`src/gcfp_pkg.sv`:
```
// Shared types and constants for the command FIFO parser.
// Used by the channel interfaces, the front, queue and back modules and the checker.
package gcfp_pkg;

	localparam int WORD_W          = 32;
	localparam int METHOD_W        = 18;
	localparam int COUNT_W         = 11;
	localparam int COUNT_LSB       = 18;
	localparam int CFG_IDX_W       = 1;
	localparam int QUEUE_DEPTH_DEF = 4;

	localparam logic [WORD_W-1:0] JUMP_MASK   = 32'h2000_0000;
	localparam logic [WORD_W-1:0] CALL_MASK   = 32'h0000_0002;
	localparam logic [WORD_W-1:0] RET_MASK    = 32'hffff_0003;
	localparam logic [WORD_W-1:0] RET_PATTERN = 32'h0002_0000;
	localparam logic [WORD_W-1:0] OFFSET_STEP = 32'd4;

	typedef enum logic [2:0] {
		KIND_HEADER = 3'd0,
		KIND_ARG    = 3'd1,
		KIND_JUMP   = 3'd2,
		KIND_CALL   = 3'd3,
		KIND_RET    = 3'd4
	} kind_t;

	typedef enum logic [CFG_IDX_W-1:0] {
		REG_PUT_OFFSET   = 1'b0,
		REG_START_OFFSET = 1'b1
	} reg_idx_t;

	// One configuration write as seen by the front and back modules.
	typedef struct packed {
		logic                 we;
		logic [CFG_IDX_W-1:0] index;
		logic [WORD_W-1:0]    data;
	} cfg_wr_t;

	// A classified command word, everything but the drained flag.
	typedef struct packed {
		kind_t               kind;
		logic [METHOD_W-1:0] method;
		logic [COUNT_W-1:0]  arg_count;
		logic [COUNT_W-1:0]  arg_index;
		logic [WORD_W-1:0]   arg_data;
		logic                last_arg;
		logic [WORD_W-1:0]   next_offset;
	} item_t;

endpackage

```
`src/gcfp_cmd_if.sv`:
```
// Input channel carrying one command buffer word per transfer.
// Depends on gcfp_pkg for the word width.
interface gcfp_cmd_if;
	logic                       valid;
	logic                       ready;
	logic [gcfp_pkg::WORD_W-1:0] word;

	modport source (output valid, output word, input ready);
	modport sink   (input valid, input word, output ready);
endinterface

```
`src/gcfp_rsp_if.sv`:
```
// Output channel carrying one parsed result per transfer.
// Depends on gcfp_pkg for the kind type and field widths.
interface gcfp_rsp_if;
	logic                          valid;
	logic                          ready;
	gcfp_pkg::kind_t               kind;
	logic [gcfp_pkg::METHOD_W-1:0] method;
	logic [gcfp_pkg::COUNT_W-1:0]  arg_count;
	logic [gcfp_pkg::COUNT_W-1:0]  arg_index;
	logic [gcfp_pkg::WORD_W-1:0]   arg_data;
	logic                          last_arg;
	logic [gcfp_pkg::WORD_W-1:0]   next_offset;
	logic                          drained;

	modport source (output valid, output kind, output method, output arg_count,
		output arg_index, output arg_data, output last_arg, output next_offset,
		output drained, input ready);
	modport sink   (input valid, input kind, input method, input arg_count,
		input arg_index, input arg_data, input last_arg, input next_offset,
		input drained, output ready);
endinterface

```
`src/gcfp_front.sv`:
```
// Front end: accepts command words, decodes headers and tracks argument runs and the get offset.
// Depends on gcfp_pkg and gcfp_cmd_if; pushes classified items into gcfp_queue.
module gcfp_front (
	input  logic              clk,
	input  logic              arst_n,
	gcfp_cmd_if.sink          cmd,
	input  gcfp_pkg::cfg_wr_t cfg,
	input  logic              q_ready,
	output logic              push,
	output gcfp_pkg::item_t   item
);

	logic [gcfp_pkg::WORD_W-1:0]   fetch_q;
	logic [gcfp_pkg::COUNT_W-1:0]  args_left_q;
	logic [gcfp_pkg::METHOD_W-1:0] method_q;
	logic [gcfp_pkg::COUNT_W-1:0]  arg_pos_q;
	logic [gcfp_pkg::COUNT_W-1:0]  arg_total_q;

	logic [gcfp_pkg::WORD_W-1:0]   seq_offset;
	logic [gcfp_pkg::METHOD_W-1:0] hdr_method;
	logic [gcfp_pkg::COUNT_W-1:0]  hdr_count;

	assign cmd.ready  = q_ready;
	assign push       = cmd.valid && q_ready;
	assign seq_offset = fetch_q + gcfp_pkg::OFFSET_STEP;
	assign hdr_method = cmd.word[gcfp_pkg::METHOD_W-1:0];
	assign hdr_count  = cmd.word[gcfp_pkg::COUNT_LSB +: gcfp_pkg::COUNT_W];

	always_comb begin
		item             = '0;
		item.kind        = gcfp_pkg::KIND_HEADER;
		item.next_offset = seq_offset;
		if (args_left_q != '0) begin
			item.kind      = gcfp_pkg::KIND_ARG;
			item.method    = method_q;
			item.arg_count = arg_total_q;
			item.arg_index = arg_pos_q;
			item.arg_data  = cmd.word;
			item.last_arg  = (args_left_q == gcfp_pkg::COUNT_W'(1));
		end else if ((cmd.word & gcfp_pkg::JUMP_MASK) != '0) begin
			item.kind        = gcfp_pkg::KIND_JUMP;
			item.next_offset = cmd.word & ~gcfp_pkg::JUMP_MASK;
		end else if ((cmd.word & gcfp_pkg::CALL_MASK) != '0) begin
			item.kind = gcfp_pkg::KIND_CALL;
		end else if ((cmd.word & gcfp_pkg::RET_MASK) == gcfp_pkg::RET_PATTERN) begin
			item.kind = gcfp_pkg::KIND_RET;
		end else begin
			item.method    = hdr_method;
			item.arg_count = hdr_count;
		end
	end

	always_ff @(posedge clk or negedge arst_n) begin
		if (!arst_n) begin
			fetch_q     <= '0;
			args_left_q <= '0;
			method_q    <= '0;
			arg_pos_q   <= '0;
			arg_total_q <= '0;
		end else if (cfg.we && cfg.index == gcfp_pkg::REG_START_OFFSET) begin
			// Loading a new start offset abandons any open argument run.
			fetch_q     <= cfg.data;
			args_left_q <= '0;
		end else if (push) begin
			fetch_q <= item.next_offset;
			if (item.kind == gcfp_pkg::KIND_ARG) begin
				args_left_q <= args_left_q - gcfp_pkg::COUNT_W'(1);
				arg_pos_q   <= arg_pos_q + gcfp_pkg::COUNT_W'(1);
			end else if (item.kind == gcfp_pkg::KIND_HEADER) begin
				args_left_q <= hdr_count;
				method_q    <= hdr_method;
				arg_total_q <= hdr_count;
				arg_pos_q   <= '0;
			end
		end
	end

endmodule

```
`src/gcfp_queue.sv`:
```
// Short register queue of classified items between the front and back modules.
// Depends on gcfp_pkg for the item type.
module gcfp_queue #(
	parameter int DEPTH = gcfp_pkg::QUEUE_DEPTH_DEF
) (
	input  logic            clk,
	input  logic            arst_n,
	input  logic            push,
	input  gcfp_pkg::item_t push_item,
	output logic            push_ready,
	input  logic            pop,
	output logic            pop_valid,
	output gcfp_pkg::item_t pop_item
);

	localparam int PTR_W = $clog2(DEPTH);
	localparam int CNT_W = $clog2(DEPTH + 1);
	localparam logic [PTR_W-1:0] LAST_PTR = PTR_W'(DEPTH - 1);

	gcfp_pkg::item_t  mem_q [DEPTH];
	logic [PTR_W-1:0] wr_ptr_q;
	logic [PTR_W-1:0] rd_ptr_q;
	logic [CNT_W-1:0] count_q;

	assign push_ready = (count_q != CNT_W'(DEPTH));
	assign pop_valid  = (count_q != '0);
	assign pop_item   = mem_q[rd_ptr_q];

	always_ff @(posedge clk) begin
		if (push) begin
			mem_q[wr_ptr_q] <= push_item;
		end
	end

	always_ff @(posedge clk or negedge arst_n) begin
		if (!arst_n) begin
			wr_ptr_q <= '0;
			rd_ptr_q <= '0;
			count_q  <= '0;
		end else begin
			if (push) begin
				wr_ptr_q <= (wr_ptr_q == LAST_PTR) ? '0 : wr_ptr_q + PTR_W'(1);
			end
			if (pop) begin
				rd_ptr_q <= (rd_ptr_q == LAST_PTR) ? '0 : rd_ptr_q + PTR_W'(1);
			end
			if (push && !pop) begin
				count_q <= count_q + CNT_W'(1);
			end else if (pop && !push) begin
				count_q <= count_q - CNT_W'(1);
			end
		end
	end

endmodule

```
`src/gcfp_back.sv`:
```
// Back end: drains the queue, checks the next offset against the put offset, holds the result.
// Depends on gcfp_pkg and gcfp_rsp_if.
module gcfp_back (
	input  logic              clk,
	input  logic              arst_n,
	input  gcfp_pkg::cfg_wr_t cfg,
	input  logic              q_valid,
	input  gcfp_pkg::item_t   q_item,
	output logic              pop,
	gcfp_rsp_if.source        rsp
);

	logic [gcfp_pkg::WORD_W-1:0] put_q;
	logic                        valid_q;
	gcfp_pkg::item_t             rec_q;
	logic                        drained_q;

	// The output register refills in the same cycle that its result is taken.
	assign pop = q_valid && (!valid_q || rsp.ready);

	assign rsp.valid       = valid_q;
	assign rsp.kind        = rec_q.kind;
	assign rsp.method      = rec_q.method;
	assign rsp.arg_count   = rec_q.arg_count;
	assign rsp.arg_index   = rec_q.arg_index;
	assign rsp.arg_data    = rec_q.arg_data;
	assign rsp.last_arg    = rec_q.last_arg;
	assign rsp.next_offset = rec_q.next_offset;
	assign rsp.drained     = drained_q;

	always_ff @(posedge clk) begin
		if (pop) begin
			rec_q     <= q_item;
			drained_q <= (q_item.next_offset == put_q);
		end
	end

	always_ff @(posedge clk or negedge arst_n) begin
		if (!arst_n) begin
			put_q   <= '0;
			valid_q <= 1'b0;
		end else begin
			if (cfg.we && cfg.index == gcfp_pkg::REG_PUT_OFFSET) begin
				put_q <= cfg.data;
			end
			if (pop) begin
				valid_q <= 1'b1;
			end else if (rsp.ready) begin
				valid_q <= 1'b0;
			end
		end
	end

endmodule

```
`src/gpu_command_fifo_parser.sv`:
```
// Command buffer parser: one command word in, one parsed result out per transfer.
// Channel cmd carries the word fetched at the current get offset; channel rsp carries
// the kind, method, argument count, index and data, last mark, next offset and drained flag.
// Configuration: cfg_we with cfg_index 0 writes the put offset, index 1 loads the start
// offset into the fetch offset and closes any open argument run. Write only while idle.
// Throughput: one word per cycle while the queue is not full; the front decodes a word
// in the cycle it is accepted. A result reaches rsp by way of the queue entry written at
// its word's transfer and then the output register.
// The queue holds QUEUE_DEPTH items; cmd.ready drops only when it is full, so with rsp
// stalled the block takes QUEUE_DEPTH words beyond the one in the output register.
// The parser does not stop at the put offset: drained only flags it, the source decides.
// Reset clears the queue and output valid, sets both offsets to zero and closes any run.
// Depends on gcfp_pkg, the channel interfaces and gcfp_front, gcfp_queue, gcfp_back.
module gpu_command_fifo_parser #(
	parameter int QUEUE_DEPTH = gcfp_pkg::QUEUE_DEPTH_DEF
) (
	input  logic                           clk,
	input  logic                           arst_n,
	gcfp_cmd_if.sink                       cmd,
	gcfp_rsp_if.source                     rsp,
	input  logic                           cfg_we,
	input  logic [gcfp_pkg::CFG_IDX_W-1:0] cfg_index,
	input  logic [gcfp_pkg::WORD_W-1:0]    cfg_data
);

	gcfp_pkg::cfg_wr_t cfg;
	gcfp_pkg::item_t   push_item;
	gcfp_pkg::item_t   pop_item;
	logic              push;
	logic              push_ready;
	logic              pop;
	logic              pop_valid;

	assign cfg.we    = cfg_we;
	assign cfg.index = cfg_index;
	assign cfg.data  = cfg_data;

	gcfp_front u_front (
		.clk     (clk),
		.arst_n  (arst_n),
		.cmd     (cmd),
		.cfg     (cfg),
		.q_ready (push_ready),
		.push    (push),
		.item    (push_item)
	);

	gcfp_queue #(
		.DEPTH (QUEUE_DEPTH)
	) u_queue (
		.clk        (clk),
		.arst_n     (arst_n),
		.push       (push),
		.push_item  (push_item),
		.push_ready (push_ready),
		.pop        (pop),
		.pop_valid  (pop_valid),
		.pop_item   (pop_item)
	);

	gcfp_back u_back (
		.clk     (clk),
		.arst_n  (arst_n),
		.cfg     (cfg),
		.q_valid (pop_valid),
		.q_item  (pop_item),
		.pop     (pop),
		.rsp     (rsp)
	);

endmodule

```
`src/flat_wrapper.sv`:
```
// flat-port wrapper written by rule: the top's interface ports become plain ports
module gpu_command_fifo_parser_flat 
#(
	parameter int QUEUE_DEPTH = gcfp_pkg::QUEUE_DEPTH_DEF
)
  (clk, arst_n, cfg_we, cfg_index, cfg_data, cmd_valid, cmd_word, cmd_ready, rsp_valid, rsp_kind, rsp_method, rsp_arg_count, rsp_arg_index, rsp_arg_data, rsp_last_arg, rsp_next_offset, rsp_drained, rsp_ready);
  gcfp_cmd_if cmd_i ();
  gcfp_rsp_if rsp_i ();
  input  logic clk;
  input  logic arst_n;
  input  logic cfg_we;
  input  logic [gcfp_pkg::CFG_IDX_W-1:0] cfg_index;
  input  logic [gcfp_pkg::WORD_W-1:0] cfg_data;
  input wire logic [$bits(cmd_i.valid)-1:0] cmd_valid;
  input wire logic [$bits(cmd_i.word)-1:0] cmd_word;
  output wire logic [$bits(cmd_i.ready)-1:0] cmd_ready;
  output wire logic [$bits(rsp_i.valid)-1:0] rsp_valid;
  output wire logic [$bits(rsp_i.kind)-1:0] rsp_kind;
  output wire logic [$bits(rsp_i.method)-1:0] rsp_method;
  output wire logic [$bits(rsp_i.arg_count)-1:0] rsp_arg_count;
  output wire logic [$bits(rsp_i.arg_index)-1:0] rsp_arg_index;
  output wire logic [$bits(rsp_i.arg_data)-1:0] rsp_arg_data;
  output wire logic [$bits(rsp_i.last_arg)-1:0] rsp_last_arg;
  output wire logic [$bits(rsp_i.next_offset)-1:0] rsp_next_offset;
  output wire logic [$bits(rsp_i.drained)-1:0] rsp_drained;
  input wire logic [$bits(rsp_i.ready)-1:0] rsp_ready;
  assign cmd_i.valid = cmd_valid;
  assign cmd_i.word = cmd_word;
  assign cmd_ready = cmd_i.ready;
  assign rsp_valid = rsp_i.valid;
  assign rsp_kind = rsp_i.kind;
  assign rsp_method = rsp_i.method;
  assign rsp_arg_count = rsp_i.arg_count;
  assign rsp_arg_index = rsp_i.arg_index;
  assign rsp_arg_data = rsp_i.arg_data;
  assign rsp_last_arg = rsp_i.last_arg;
  assign rsp_next_offset = rsp_i.next_offset;
  assign rsp_drained = rsp_i.drained;
  assign rsp_i.ready = rsp_ready;
  gpu_command_fifo_parser #(.QUEUE_DEPTH(QUEUE_DEPTH)) u_core (.clk(clk), .arst_n(arst_n), .cmd(cmd_i), .rsp(rsp_i), .cfg_we(cfg_we), .cfg_index(cfg_index), .cfg_data(cfg_data));
endmodule
```
`config.mk`:
```
export PLATFORM = sky130hd
export DESIGN_NAME = gpu_command_fifo_parser_flat
export DESIGN_NICKNAME = d
export VERILOG_FILES = /design/src/gcfp_pkg.sv /design/src/gcfp_cmd_if.sv /design/src/gcfp_rsp_if.sv /design/src/gcfp_front.sv /design/src/gcfp_queue.sv /design/src/gcfp_back.sv /design/src/gpu_command_fifo_parser.sv /design/src/flat_wrapper.sv
export SDC_FILE = /design/constraint.sdc
export NUM_CORES = 1
export LEC_CHECK = 0
export BUFFER_PORTS_ARGS = -buffer_cell sky130_fd_sc_hd__buf_2
export CORE_UTILIZATION = 38
export DETAILED_ROUTE_END_ITERATION = 8
export PLACE_DENSITY = 0.51
export SYNTH_ARGS = -nofsm -noshare
export SYNTH_HDL_FRONTEND = slang
export SYNTH_SLANG_ARGS = --single-unit
```
`constraint.sdc`:
```
create_clock -name clk -period 20.5 [get_ports clk]
set_clock_uncertainty 0.15 [all_clocks]
set_input_delay 0 -clock clk [delete_from_list [all_inputs] [get_ports clk]]
set_output_delay 0 -clock clk [all_outputs]
set_load 0.02 [all_outputs]
```
==> flow_summary.yaml, run 1 <==
timing:
  relSlewSlack: 0.184
  max_freq_ghz: 0.260
  final.period_utilization: 0.187
  tightest_slew_ns: 1.22
  slew_viol_final: 0
  tns_ns: 0
  rsz0062_at_grt: "false"
  finalCriticalPeriod_ns: 3.84
  hold_violations: 0
  finalSetupViolCount: 0
  fin_hold_ws_ns: 0.0232
global_route:
  antenna_found_initial: 4
  grt_pass1_wl_mm: 97.8
  grt_max_degree: 78
  grt_overflow: 0
  grt_usage: 0.189
  grt_pass1_vias: 15000
routing:
  drc: 0
  wire_per_inst_um: 23.4
  routed_wl_mm: 66.6
  vias: 15000
  drtPass1Iterations: 7
  antenna_left: 0
  drt_iter0_drc: 1210
  drt-vias-per-instance: 5.26
final_layout:
  drive_gt1_frac: 0.248
  nets: 1941
  area_delta_synth_final_pct: 19.6
floorplanning:
  fp-row-count: 96
  ioPinCount: 181
  dieArea_um2: 70900
  design.core.area_um2: 68800
  die_h_um: 266
  start_util: 0.385
  die_width_um: 266
power_and_ir_drop:
  leakage_uw: 0.0114
  p_per_area_nw_per_um2: 156
  ir_drop_uv: 73.9
clock_network:
  cts_tree: "built"
  clk_latency_ns: 0.60
  cts_buffers: 71
  cts_resized: 0
  clock_path_buffers: 3
  holdBufCountCts: 92
  htreeDepth: 3
  clock-sinks: 664
  cts_setup_buffers: 0
  path_clk_slew_ns: 0.06
  cts-root-buf: "clkbuf_16"
synth:
  synthCells: 1567
  async_flop_share: 0.185
  synth_edf_count: 541
  ys_seq_area_frac: 0.728
  syn_avg_cell_area_um2: 16.9
  yosys.area.top_type: "edfxtp_1"
  synth.top_cell.area_share: 0.612
  synth_seq_cells: 664
  synthTopCellsByArea: "edfxtp_1 (61%), dfrtp_1 (12%), mux4_2 (8.8%), nand2_1 (2.0%), mux2_2 (1.7%)"
  yosysMostFrequentCell: "edfxtp_1"
  synth.distinct_cells: 62
  yosys-top-cells-count: "edfxtp_1 (541), nand2_1 (143), dfrtp_1 (123), mux4_2 (104), nor2_1 (79)"
  syn_nets: 1648
  synth_flop_cell: "edfxtp_1"
  syn-cell-area_um2: 26500
  yosysWarningCount: 0
setup_path:
  critPathKind: "reg -> reg"
  crit_arrival_ns: 4.23
  endpoint: "u_core.u_front.fetch_q[25]$_DFFE_PN0P_"
  worst-r2r-cell-count: 10
  crit_start: "u_core.u_queue.count_q[0]$_DFFE_PN0P_"
  regToRegSetupSlack_ns: 16.66
  path_cells: "or3b_2 -> nand2_1 -> buf_4 -> inv_1 -> buf_4 -> nand2_1 -> mux2i_1 -> a221o_1 -> o21ai_1 -> dlygate4sd3_1"
  cp_num_buf_inv: 4
  cpPeakStageDelay_ns: 0.57
  worstPathMaxFanout: 42
  crit_path_end_kind: "flip-flop"
  critical-path-slowest-cell: "or3b_2"
  reg2reg_to: "u_core.u_front.fetch_q[25]$_DFFE_PN0P_"
  critPathRequiredTime_ns: 20.89
  cp.depth: 10
  critical-path-top-delay-family: "buffers and inverters"
  r2r_start: "u_core.u_queue.count_q[0]$_DFFE_PN0P_"
  start_kind: "flip-flop"
place:
  hpwl_mm: 40.5
  place.gp.congestion: 0.790
  portBuffers: 180
flow_run:
  drv_cap: 0
outcome:
  outcome: "completed"
hold_path:
  hp-class: "in -> reg"
[report_power, final]
group          internal, uW  switching, uW
combinational           560            886
clock                   730            519
sequential             2060            205
[metrics by stage]
stage                util  area (um^2)  std cells  setup slack [ns]  power [uW]
CTS                 0.461        31700       2849             16.61        5030
global placement    0.414        28500       2626             16.65        3710
finish              0.461        31700       2851             16.66        4960
global route        0.461        31700       2849             16.47        5200
floorplan               -        26500       1567             12.94        3230
detailed placement  0.414        28500       2626             16.68        3740
[layout make-up]
type	count	area, um^2
Inverter	16	60.1
Timing Repair Buffer	296	2030
Tap cell	931	1160
Antenna cell	2	5.00
Sequential cell	664	19300
Fill cell	6024	37100
Clock inverter	38	332
Multi-Input combinational cell	811	6880
Clock buffer	93	1930
[cells in the final DEF, fill, tap and decap left out, drive strengths merged, types with 7 or more instances in the layout]
cell type and n:
nand2 143, ha 10, mux2 41, xor2 43, nor3 14, a21oi 64
dlygate4sd3 91, clkinv 24, and3 13, xnor2 30, edfxtp 541, buf 205
and2 43, nor4 18, inv 20, mux2i 23, clkbuf 93, nor2 81
a31oi 11, dfrtp 123, o22ai 7, nand4 15, a22o 28, o21ai 40
nand3 25, mux4 104
[worst reg2reg max path: cells and delay by family (launching register included)]
family	cells	cell delay, ns
compound gates	2	0.42
buf+inv	4	1.95
flops	1	0.42
mux	1	0.06
simple gates	3	0.77
[flip-flops by register name, indices dropped and copies added, names as in the netlist]
| signal | cells |
|---|---|
| u_core.u_queue.mem_q | 432 |
| u_core.u_back.put_q | 32 |
| u_core.u_back.rsp.arg_data | 32 |
| u_core.u_back.rsp.next_offset | 32 |
| u_core.u_front.fetch_q | 32 |
| u_core.u_back.rsp.method | 18 |
| u_core.u_front.method_q | 18 |
| u_core.u_back.rsp.arg_count | 11 |
| u_core.u_back.rsp.arg_index | 11 |
| u_core.u_front.arg_pos_q | 11 |
| u_core.u_front.arg_total_q | 11 |
| u_core.u_front.args_left_q | 11 |
| u_core.u_back.rsp.kind | 3 |
| u_core.u_queue.count_q | 3 |
| u_core.u_queue.rd_ptr_q | 2 |
| u_core.u_queue.wr_ptr_q | 2 |
| u_core.u_back.rsp.drained | 1 |
| u_core.u_back.rsp.last_arg | 1 |
| u_core.u_back.rsp.valid | 1 |
[how the worst min path moves through the flow]
stage                            start                             endpoint  slack [ns]  depth (start not counted)
after global placement          arst_n   u_core.u_back.put_q[5]$_DFFE_PN0P_       -0.01                          1
after CTS                    rsp_ready  u_core.u_back.rsp.valid$_DFFE_PN0P_       0.004                          3
after global routing      cfg_data[13]  u_core.u_back.put_q[13]$_DFFE_PN0P_        0.05                          3
after floorplan                 arst_n   u_core.u_back.put_q[0]$_DFFE_PN0P_       -0.45                          0
after detailed placement        arst_n   u_core.u_back.put_q[5]$_DFFE_PN0P_      -0.008                          1
final                        rsp_ready  u_core.u_back.rsp.valid$_DFFE_PN0P_        0.02                          3
[kinds of logic after synthesis]
group | synth area share
DFF | 0.728
buffers and inverters | 0.0143
and+or+nand+nor | 0.0702
AOI/OAI and AO/OA | 0.0433
muxes | 0.114
xor gates and xnor gates | 0.0241
adders and majority gates | 0.00547
[layer usage]
layer,routed length (um),share of wire,global-route usage,vias to the layer above
met5,0,0,0,-
met4,1280,0.019,0.0555,0
met3,3760,0.056,0.0294,81
met2,32300,0.48,0.307,412
met1,29300,0.44,0.262,7838
li1,-,-,-,6674
(Power assumes the default switching activity.)
==> run 2: changes to the inputs <==
--- a/config.mk
+++ b/config.mk
@@ -5,6 +5,7 @@
 export SDC_FILE = /design/constraint.sdc
 export NUM_CORES = 1
 export LEC_CHECK = 0
+export ABC_AREA = 1
 export BUFFER_PORTS_ARGS = -buffer_cell sky130_fd_sc_hd__buf_2
 export CORE_UTILIZATION = 38
 export DETAILED_ROUTE_END_ITERATION = 8
==> constraint.sdc (replaced) <==
create_clock -name clk -period 3.61 [get_ports clk]
set_clock_uncertainty 0.15 [all_clocks]
set_input_delay 0 -clock clk [delete_from_list [all_inputs] [get_ports clk]]
set_output_delay 0 -clock clk [all_outputs]
set_load 0.02 [all_outputs]
==> flow_summary.yaml, run 2 <==
outcome:
  outcome: "completed"
clock_network:
  path_clk_slew_ns: 0.06
  cts_resized: 0
  cts_buffers: 75
  cts_tree: "built"
  clock_path_buffers: 3
  cts-root-buf: "clkbuf_16"
  clock-sinks: 664
  clk_latency_ns: 0.61
  htreeDepth: 3
setup_path:
  worstPathMaxFanout: 21
  crit_arrival_ns: 3.62
  critPathKind: "reg -> reg"
  start_kind: "flip-flop"
  crit_start: "u_core.u_front.args_left_q[0]$_DFFE_PN0P_"
  crit_path_end_kind: "flip-flop"
  r2r_start: "u_core.u_front.args_left_q[0]$_DFFE_PN0P_"
  critPathRequiredTime_ns: 3.99
floorplanning:
  die_h_um: 273
  design.core.area_um2: 72000
  start_util: 0.387
  ioPinCount: 181
  fp-row-count: 98
  die_width_um: 273
  dieArea_um2: 74400
synth:
  yosysWarningCount: 0
  synthAdderAreaFrac: 0.00521
  synth.top_cell.area_share: 0.583
  synthTopCellsByArea: "edfxtp_1 (58%), dfrtp_1 (11%), nand2_1 (6.4%), nor2_1 (3.9%), o21ai_0 (3.7%)"
  synth.distinct_cells: 44
  syn_nets: 2560
  synth_edf_count: 541
  yosys.area_share.simple: 0.156
  yosys-top-cells-count: "edfxtp_1 (541), nand2_1 (472), nor2_1 (292), inv_1 (246), o21ai_0 (207)"
  yosys.area.top_type: "edfxtp_1"
  synth_compound_area_frac: 0.0831
  synth_top_family_by_area: "simple AND/OR/NAND/NOR gates"
  synth_seq_cells: 664
  async_flop_share: 0.185
  ys_seq_area_frac: 0.694
  synth_mux_area_frac: 0.00121
  yosysMostFrequentCell: "edfxtp_1"
  syn_avg_cell_area_um2: 11.2
  synthCells: 2479
  synth_xor_xnor_area_share: 0.00629
  synth_flop_cell: "edfxtp_1"
  syn-cell-area_um2: 27800
final_layout:
  finalInstanceArea_um2: 33200
  regMostFlops: "u_core.u_queue.mem_q"
  area_delta_synth_final_pct: 19.1
  nets: 2821
  drive_gt1_frac: 0.150
  fill_cells: 6618
  final_cell_mix: "edfxtp_1 (541), nand2_1 (471), nor2_1 (287)"
  final_common_cell: "edfxtp_1"
  multiInputGateArea_um2: 7080
  seqCellArea_um2: 19300
  largest_reg_flops: 432
hold_path:
  hp-class: "in -> reg"
  hp-start: "cfg_index"
global_route:
  antenna_found_initial: 1
  grt_max_degree: 150
  grt_overflow: 0
  grt_pass1_vias: 18700
  grt_pass1_wl_mm: 117
  grt_usage: 0.212
flow_run:
  drv_cap: 0
timing:
  slew_viol_final: 0
  max_freq_ghz: 0.309
  hold_violations: 0
  final.period_utilization: 0.897
  finalSetupViolCount: 0
  finalCriticalPeriod_ns: 3.24
  tightest_slew_ns: 0.932
  rsz0062_at_grt: "false"
  setup_ws_ns: 0.370
  relSlewSlack: 0.377
routing:
  vias: 19000
  wire_per_inst_um: 21.0
  drtPass1Iterations: 7
  routed_wl_mm: 78.7
  drt_iter0_drc: 1367
  drt-vias-per-instance: 5.07
  antenna_left: 0
  drc: 0
power_and_ir_drop:
  leakage_uw: 0.0131
  p_per_area_nw_per_um2: 890
  ir_drop_uv: 495
place:
  hpwl_mm: 49.9
  portBuffers: 180
  place.gp.congestion: 0.882
  dpl_worst_slack_ns: 0.733
  place_area_um2: 29900
[run 2: through the flow]
stage                     hold WS, ns  TNS, ns  instances   util  power (uW)
after floorplan                -0.446  -300.24       2479      -       18600
after global placement      -0.000987        0       3537  0.416       22000
after detailed placement       0.0125        0       3537  0.416       22200
after CTS                      0.0163        0       3753  0.461       29900
after global routing           0.0475        0       3753  0.461       31200
final                          0.0198        0       3754  0.461       29500
[run 2: cell families (layout without fill, tap and decap cells)]
family / count (synthesis) / in the layout
other: 0 / 1
XOR/XNOR: 20 / 20
AND/OR/NAND/NOR: 1019 / 1019
multiplexers: 3 / 3
AO/OA/AOI/OAI: 399 / 399
flip-flops: 664 / 664
buffers and inverters: 363 / 687
adder cells (fa/ha/maj): 11 / 11
[run 2: critical path, cell delays in order (launching register included)]
cell,delay [ns]
dfrtp_1,0.41
inv_1,0.06
ha_1,0.26
nand3_4,0.14
nor2_4,0.04
nand2_2,0.29
inv_2,0.07
nand2_2,0.40
buf_4,0.33
nand2_1,0.09
o21ai_1,0.20
nand2_1,0.09
nand3_1,0.08
dlygate4sd3_1,0.55
[run 2: power breakdown]
part	switching (uW)	internal [uW]
logic	7040	2650
clock network	3070	4430
registers	730	11600
[run 2: area by class of cell]
type,count,area share
antenna,1,0.0000755
clock buffer,97,0.0623
clock inverter,43,0.0116
inverter,251,0.0286
multi-input combinational,1452,0.213
sequential,664,0.583
tap,950,0.0358
timing repair buffer,296,0.0652
[run 2: path summary, 6_finish.rpt]
path,endpoint,slack (ns),cells past startpoint
worst max register to register,u_core.u_front.fetch_q[1]$_DFFE_PN0P_,0.37,13
max in group asynchronous,u_core.u_queue.rd_ptr_q[1]$_DFFE_PN0P_,2.35,4
worst min-delay path,u_core.u_front.args_left_q[6]$_DFFE_PN0P_,0.02,6
worst max-delay path,u_core.u_front.fetch_q[1]$_DFFE_PN0P_,0.37,13
worst min register to register,u_core.u_front.method_q[1]$_DFFE_PN0P_,0.33,2
min in group asynchronous,u_core.u_front.arg_total_q[10]$_DFFE_PN0P_,0.41,4
[run 2: timing repair]
action                    4_1_cts  5_1_grt
hold buffers                   76        0
buffers inserted                0        0
hold endpoints to repair      570        0
[run 2: metal layers]
| metal | vias up | global-route usage | part of all wire |
|---|---|---|---|
| met5 | - | 0 | 0 |
| met4 | 0 | 0.0624 | 0.021 |
| met3 | 98 | 0.0337 | 0.051 |
| met2 | 494 | 0.356 | 0.49 |
| met1 | 9389 | 0.281 | 0.44 |
| li1 | 9047 | - | - |
